## src/sv/pairwise_coulomb_force_sum_defines.svh

```systemverilog
// Assertion macros for the Coulomb kick block.
// Each macro expects clk and rst_n in scope.
`ifndef PAIRWISE_COULOMB_FORCE_SUM_DEFINES_SVH
`define PAIRWISE_COULOMB_FORCE_SUM_DEFINES_SVH

`ifndef SYNTHESIS
`define PCFS_ASSERT_IMP(lbl, ante, cons, msg) \
  lbl: assert property (@(posedge clk) disable iff (!rst_n) (ante) |-> (cons)) else $error(msg);
`define PCFS_ASSERT_NXT(lbl, ante, cons, msg) \
  lbl: assert property (@(posedge clk) disable iff (!rst_n) (ante) |=> (cons)) else $error(msg);
`else
`define PCFS_ASSERT_IMP(lbl, ante, cons, msg)
`define PCFS_ASSERT_NXT(lbl, ante, cons, msg)
`endif

`endif

```

## src/sv/pcfs_pkg.sv

```systemverilog
package pcfs_pkg;

  localparam logic CMD_LOAD    = 1'b0;
  localparam logic CMD_COMPUTE = 1'b1;

  localparam logic [1:0] REG_COUNT = 2'd0;
  localparam logic [1:0] REG_GAIN  = 2'd1;
  localparam logic [1:0] REG_SHIFT = 2'd2;

  // serial unit widths
  localparam int MUL_AW = 68;
  localparam int MUL_BW = 34;
  localparam int MUL_PW = 102;
  localparam int NUM_W  = 112;
  localparam int ACC_W  = 128;
  localparam int GQ_W   = 47;

  localparam logic [6:0] MUL_STEPS  = 7'd34;
  localparam logic [6:0] SQRT_STEPS = 7'd34;
  localparam logic [6:0] DIV_STEPS  = 7'd112;

  localparam logic [63:0] SAT_MAX = 64'h7FFF_FFFF_FFFF_FFFF;
  localparam logic [63:0] SAT_MIN = 64'h8000_0000_0000_0000;

  typedef struct packed {
    logic              cmd;
    logic [5:0]        particle_index;
    logic signed [31:0] pos_x;
    logic signed [31:0] pos_y;
    logic signed [31:0] pos_z;
    logic signed [7:0]  charge;
  } in_beat_t;

  typedef struct packed {
    logic [5:0]         out_index;
    logic signed [63:0] kick_x;
    logic signed [63:0] kick_y;
    logic signed [63:0] kick_z;
    logic               coincident;
    logic               saturated;
    logic               is_last;
  } out_beat_t;

  typedef struct packed {
    logic signed [31:0] x;
    logic signed [31:0] y;
    logic signed [31:0] z;
    logic signed [7:0]  q;
  } particle_t;

  typedef enum logic [1:0] {
    SEL_SQ    = 2'd0,
    SEL_CUBE1 = 2'd1,
    SEL_CUBE2 = 2'd2,
    SEL_NUM   = 2'd3
  } mul_sel_t;

  typedef struct packed {
    logic     mem_we;
    logic     rd;
    logic     diff;
    logic     mul_load;
    logic     mul_step;
    mul_sel_t mul_sel;
    logic     sum;
    logic     sqrt_load;
    logic     sqrt_step;
    logic     div_load;
    logic     div_step;
    logic     acc_clr;
    logic     acc_add;
    logic     fin_shift;
    logic     emit;
    logic     is_last;
  } cmd_t;

  typedef struct packed {
    logic s_zero;
  } stat_t;

  function automatic logic signed [31:0] axis_pos(input particle_t p, input int m);
    logic signed [31:0] v;
    v = p.z;
    if (m == 0) v = p.x;
    else if (m == 1) v = p.y;
    return v;
  endfunction

endpackage

```

## src/sv/pcfs_ctrl.sv

```systemverilog
module pcfs_ctrl #(
  parameter int MAX_PARTICLES = 64,
  parameter int AW            = 6,
  parameter int CW            = 7
) (
  input  logic            clk,
  input  logic            rst_n,
  input  logic            start,
  input  logic            in_cmd,
  input  logic [5:0]      in_index,
  input  logic [6:0]      particle_count,
  input  pcfs_pkg::stat_t stat,
  output logic            busy,
  output pcfs_pkg::cmd_t  cmd,
  output logic [AW-1:0]   idx_i,
  output logic [AW-1:0]   idx_j
);

  typedef enum logic [14:0] {
    ST_IDLE   = 15'b000000000000001,
    ST_IBEGIN = 15'b000000000000010,
    ST_JCHK   = 15'b000000000000100,
    ST_RD     = 15'b000000000001000,
    ST_DIFF   = 15'b000000000010000,
    ST_SQ     = 15'b000000000100000,
    ST_SUM    = 15'b000000001000000,
    ST_SQRT   = 15'b000000010000000,
    ST_CUBE1  = 15'b000000100000000,
    ST_CUBE2  = 15'b000001000000000,
    ST_NUM    = 15'b000010000000000,
    ST_DIV    = 15'b000100000000000,
    ST_ACC    = 15'b001000000000000,
    ST_FIN    = 15'b010000000000000,
    ST_EMIT   = 15'b100000000000000
  } state_t;

  state_t        state_r, state_nxt;
  logic [CW-1:0] n_r, n_nxt, i_r, i_nxt, j_r, j_nxt, n_clamp;
  logic [6:0]    cnt_r, cnt_nxt;
  logic          accept;

  assign accept  = start && (state_r == ST_IDLE);
  assign n_clamp = (particle_count > 7'(MAX_PARTICLES)) ? CW'(MAX_PARTICLES)
                                                       : CW'(particle_count);

  always_comb begin
    state_nxt = state_r;
    n_nxt     = n_r;
    i_nxt     = i_r;
    j_nxt     = j_r;
    cnt_nxt   = cnt_r;
    cmd       = '0;
    cmd.mul_sel = pcfs_pkg::SEL_SQ;
    cmd.mem_we  = accept && in_cmd == pcfs_pkg::CMD_LOAD &&
                  (7'(in_index) < 7'(MAX_PARTICLES));
    unique case (state_r)
      ST_IDLE: begin
        if (accept && in_cmd == pcfs_pkg::CMD_COMPUTE && n_clamp != '0) begin
          n_nxt     = n_clamp;
          i_nxt     = '0;
          state_nxt = ST_IBEGIN;
        end
      end
      ST_IBEGIN: begin
        cmd.acc_clr = 1'b1;
        j_nxt       = '0;
        state_nxt   = ST_JCHK;
      end
      ST_JCHK: begin
        priority if (j_r == n_r) state_nxt = ST_FIN;
        else if (j_r == i_r)     j_nxt = j_r + 1'b1;
        else                     state_nxt = ST_RD;
      end
      ST_RD: begin
        cmd.rd    = 1'b1;
        state_nxt = ST_DIFF;
      end
      ST_DIFF: begin
        cmd.diff  = 1'b1;
        state_nxt = ST_SQ;
      end
      ST_SUM: begin
        cmd.sum   = 1'b1;
        state_nxt = ST_SQRT;
      end
      ST_SQRT: begin
        cmd.sqrt_load = (cnt_r == '0);
        cmd.sqrt_step = (cnt_r != '0);
        cnt_nxt       = cnt_r + 1'b1;
        priority if (cnt_r == '0 && stat.s_zero) begin
          cnt_nxt   = '0;
          j_nxt     = j_r + 1'b1;
          state_nxt = ST_JCHK;
        end else if (cnt_r == pcfs_pkg::SQRT_STEPS) begin
          cnt_nxt   = '0;
          state_nxt = ST_CUBE1;
        end else begin
          state_nxt = ST_SQRT;
        end
      end
      ST_SQ, ST_CUBE1, ST_CUBE2, ST_NUM: begin
        cmd.mul_load = (cnt_r == '0);
        cmd.mul_step = (cnt_r != '0);
        cmd.mul_sel  = (state_r == ST_SQ)    ? pcfs_pkg::SEL_SQ :
                       (state_r == ST_CUBE1) ? pcfs_pkg::SEL_CUBE1 :
                       (state_r == ST_CUBE2) ? pcfs_pkg::SEL_CUBE2 : pcfs_pkg::SEL_NUM;
        cnt_nxt = cnt_r + 1'b1;
        if (cnt_r == pcfs_pkg::MUL_STEPS) begin
          cnt_nxt   = '0;
          state_nxt = (state_r == ST_SQ)    ? ST_SUM :
                      (state_r == ST_CUBE1) ? ST_CUBE2 :
                      (state_r == ST_CUBE2) ? ST_NUM : ST_DIV;
        end
      end
      ST_DIV: begin
        cmd.div_load = (cnt_r == '0);
        cmd.div_step = (cnt_r != '0);
        cnt_nxt      = cnt_r + 1'b1;
        if (cnt_r == pcfs_pkg::DIV_STEPS) begin
          cnt_nxt   = '0;
          state_nxt = ST_ACC;
        end
      end
      ST_ACC: begin
        cmd.acc_add = 1'b1;
        j_nxt       = j_r + 1'b1;
        state_nxt   = ST_JCHK;
      end
      ST_FIN: begin
        cmd.fin_shift = 1'b1;
        state_nxt     = ST_EMIT;
      end
      ST_EMIT: begin
        cmd.emit    = 1'b1;
        cmd.is_last = (i_r == n_r - 1'b1);
        i_nxt       = i_r + 1'b1;
        state_nxt   = cmd.is_last ? ST_IDLE : ST_IBEGIN;
      end
      default: state_nxt = ST_IDLE;
    endcase
  end

  always_ff @(posedge clk) begin
    if (!rst_n) begin
      state_r <= ST_IDLE;
      cnt_r   <= '0;
      n_r     <= '0;
      i_r     <= '0;
      j_r     <= '0;
    end else begin
      state_r <= state_nxt;
      cnt_r   <= cnt_nxt;
      n_r     <= n_nxt;
      i_r     <= i_nxt;
      j_r     <= j_nxt;
    end
  end

  assign busy  = (state_r != ST_IDLE);
  assign idx_i = i_r[AW-1:0];
  assign idx_j = j_r[AW-1:0];

endmodule

```

## config.mk

```make
export PLATFORM = sky130hd
export DESIGN_NAME = pcfs_ctrl
export DESIGN_NICKNAME = d
export VERILOG_FILES = /design/src/sv/pairwise_coulomb_force_sum_defines.svh /design/src/sv/pcfs_pkg.sv /design/src/sv/pcfs_ctrl.sv
export SDC_FILE = /design/constraint.sdc
export NUM_CORES = 1
export LEC_CHECK = 0
export ABC_CLOCK_PERIOD_IN_PS = 2400
export BUFFER_PORTS_ARGS = -buffer_cell sky130_fd_sc_hd__buf_4
export CAP_MARGIN = 10
export CELL_PAD_IN_SITES_DETAIL_PLACEMENT = 0
export CELL_PAD_IN_SITES_GLOBAL_PLACEMENT = 1
export CORE_MARGIN = 5
export CORE_UTILIZATION = 43
export CTS_CLUSTER_DIAMETER = 60
export DETAILED_ROUTE_END_ITERATION = 6
export PLACE_DENSITY = 0.82
export RECOVER_POWER = 25
export SLEW_MARGIN = 10
export SYNTH_ARGS = -nofsm -noshare
export SYNTH_HDL_FRONTEND = slang
export SYNTH_SLANG_ARGS = --single-unit
```

## constraint.sdc

```tcl
create_clock -name clk -period 2.4 [get_ports clk]
set_input_delay 0.36 -clock clk [delete_from_list [all_inputs] [get_ports clk]]
set_output_delay 0.36 -clock clk [all_outputs]
set_load 0.05 [all_outputs]
```

==> flow_metrics.tcl <==
set metrics [dict create \
    place_ws_ps -103 \
    layout-drive-gt1-share 0.343 \
    switching_share 0.320 \
    drt_first_pass_iters 4 \
    synth_edf_count 0 \
    async_flop_share 0 \
    fp.dieH_microns 94.5 \
    numCtsBuffers 5 \
    netlist_instances 374 \
    core_area_sq_mm 0.00687 \
    holdCritPathClass "primary input to register" \
    worst-path-stages 7 \
    regArea_sq_um 882 \
    drcViolationCount 0 \
    drt_iter0_drc 142 \
    root_buffer "clkbuf_8" \
    max_cap_viol_count 0 \
    fillCellCount 618 \
    ys_ff_latch 43 \
    die_area_sq_mm 0.00893 \
    nets 466 \
    timing.final.crit_share 1.03 \
    yosys_most_used_dff "dfxtp_1" \
    worst_pin_slew_ps 598 \
    io_pins 48 \
    final_cell_area_sq_mm 0.00413 \
    p_int_uw 1240 \
    grt_pass1_vias 2782 \
    cp-end-kind "primary output" \
    via_per_inst 5.52 \
    cts.sinks 43 \
    rsz0062_at_grt "true" \
    worstPathMaxFanout 5 \
    vdd_drop_max_mv 0.317 \
    wirelength_microns 8480 \
    seq_area_frac_synth 0.280 \
    yosys-top-cells-area "dfxtp_1 28%, xnor2_1 5.7%, xor2_1 5.7%" \
    cp_cell_sequence "inv_2 -> ha_4 -> or3_1 -> a221o_1 -> o311ai_4 -> and4_4 -> buf_8" \
    pwr-share-comb 0.265 \
    yosys.area.top_type "dfxtp_1" \
    synthesis.area_sq_mm 0.00307 \
    critical-path-top-delay-family "simple AND/OR/NAND/NOR gates" \
    clk_path_buf_depth 2 \
    gp_congestion 0.951 \
    min_path_cells 3 \
    slowest_delay_ps 390 \
    setup_tns_ps -73.9 \
    clock_skew_ps 7.82 \
    multi_input_area_sq_mm 0.00222 \
    routedWlPerCell_microns 15.7 \
    vias 2973 \
    grt_max_degree 15 \
    ys_warn_count 0 \
    path_clk_slew_ps 90 \
    hold_viol 0 \
    max_slew_margin 0.603 \
    avgSynthCellArea_sq_um 8.21 \
    min_period_ps 2470 \
    critPathKind "register to primary output" \
    rows 30 \
    clock_latency_ps 310 \
    cts_tree "yes" \
    synth.distinct_cells 59 \
    dp.cells 513 \
    portBuffers 41 \
    leakagePower_uw 0.00165 \
    chipWidth_microns 94.5 \
    cp.arrival_ps 2110 \
    syn-num-nets 398 \
    fmax_mhz 404 \
    area_growth_pct 34.4 \
    cp_num_buf_inv 2 \
    powerDensity_mw_per_mm2 441 \
    switchingPower_uw 583 \
    final.setup.worst_slack_ps -73.9 \
    dpl.hpwl_microns 6180 \
    reg2regPathDepth 8 \
    yosysTopAreaCellShare 0.280 \
    status "finished with violations" \
    whs_ps 300 \
    ctsHoldBuffers 0 \
    final_max_slew_viol_count 0 \
    antenna_found_initial 0 \
    grtUsageTotal 0.197 \
    overflow 0 \
    setup_viol 1 \
    fin_cells 539 \
    seqPwrFrac 0.414 \
    place_area_sq_mm 0.00362 \
    worstPathRequired_ps 2040 \
    clockPowerShare 0.322 \
    h-tree-depth 2 \
    critical_path.startpoint_type "register" \
    start_util 0.447 \
    crit_slowest_cell "a221o_1" \
    grt_pass1_wl_microns 13900 \
    postRouteAntennaNets 0 \
    failed_checks "setup timing" \
    diodes 0 \
]
==> cells in the mapped netlist (all sizes together) (2+ instances only) <==
cell and count:
a2111oi 2, nand3 15, a21oi 11, nor4b 7
o211ai 4, xnor2 20, buf 21, and4 6
a21boi 3, o311ai 2, a22oi 4, o31ai 3
nor2 41, nor4 10, and3b 2, a31oi 6
or3 5, o21ai 11, xor2 20, nand4 17
and4b 3, clkbuf 15, mux2i 6, or3b 3
ha 6, and3 7, a31o 3, or4 3
and2 5, nor3 16, nand2 16, nor2b 6
dfxtp 43, inv 12, nor3b 8
==> kinds of logic (layout without fill, tap and decap cells) <==
group | after synthesis | count (layout) | share of synthesized area
AND/OR/NAND/NOR | 173 | 173 | 0.344
AO/OA/AOI/OAI | 58 | 58 | 0.138
buffers and inverters | 48 | 117 | 0.0798
flip-flops | 43 | 43 | 0.280
XOR/XNOR | 40 | 40 | 0.114
adder cells (fa/ha/maj) | 6 | 6 | 0.0244
multiplexers | 6 | 6 | 0.0196
==> per-layer routing <==
metal | up-vias | wire length [microns] | track usage
li1 | 1493 | - | -
met3 | 7 | 409 | 0.0319
met1 | 1406 | 4120 | 0.283
met4 | 0 | 97 | 0.0589
met2 | 67 | 3850 | 0.300
met5 | - | 0 | 0
==> power by group through the flow <==
stage	logic, uW	clock network, uW	registers [uW]
after CTS	427	603	754
final	482	586	753
after detailed placement	399	0	770
after floorplan	276	0	764
after global placement	396	0	769
after global routing	519	638	757
==> worst register-to-register path, delay by kind of cell (launching register included) <==
| family | cells | cell delay, ps |
|---|---|---|
| AO/OA/AOI/OAI | 2 | 390 |
| buffers and inverters | 2 | 300 |
| AND/OR/NAND/NOR | 3 | 1060 |
| XOR/XNOR | 1 | 140 |
| flip-flops | 1 | 340 |
==> area by class of cell <==
| class | count | area share |
|---|---|---|
| Clock buffer | 5 | 0.0167 |
| Timing Repair Buffer | 97 | 0.182 |
| Inverter | 12 | 0.0109 |
| Clock inverter | 3 | 0.0106 |
| Sequential cell | 43 | 0.214 |
| Tap cell | 96 | 0.0291 |
| Multi-Input combinational cell | 283 | 0.537 |
==> stage by stage <==
step / util / total power (uW)
floorplan: - / 1040
global placement: 0.528 / 1170
detailed placement: 0.528 / 1170
CTS: 0.571 / 1780
global route: 0.601 / 1910
finish: 0.601 / 1820
==> state kept, by name, summed over array words and instances, names as in the netlist <==
signal   count
j_r          7
n_r          7
state_r     15
cnt_r        7
i_r          7
==> layout by cell type, fill, tap and decap left out, types with 6 or more instances in the layout <==
master and instances:
buf_4 72, nand3_1 13, nand2_1 15, nor2_1 35, dfxtp_2 8, nand4_1 14
xnor2_1 20, inv_1 10, nor2b_1 6, a31oi_1 6, mux2i_1 6, xor2_1 20
buf_6 11, a21oi_1 11, o21ai_1 6, nor3_1 12, dfxtp_1 32, clkbuf_1 11
==> final timing paths <==
check                           slack, ps              start         end
worst min-delay path                  300  particle_count[0]      n_r[0]
worst min register to register        520             n_r[1]      n_r[1]
worst max-delay path                  -70             n_r[0]      cmd[0]
worst max register to register        100             n_r[0]  state_r[9]
==> repair_timing <==
item | in CTS | in global routing
pin swaps | 7 | 16
setup endpoints to repair | 6 | 12
setup buffers | 8 | 10
gates resized for setup | 32 | 43
Note: power is estimated with default switching activity, not from simulation.
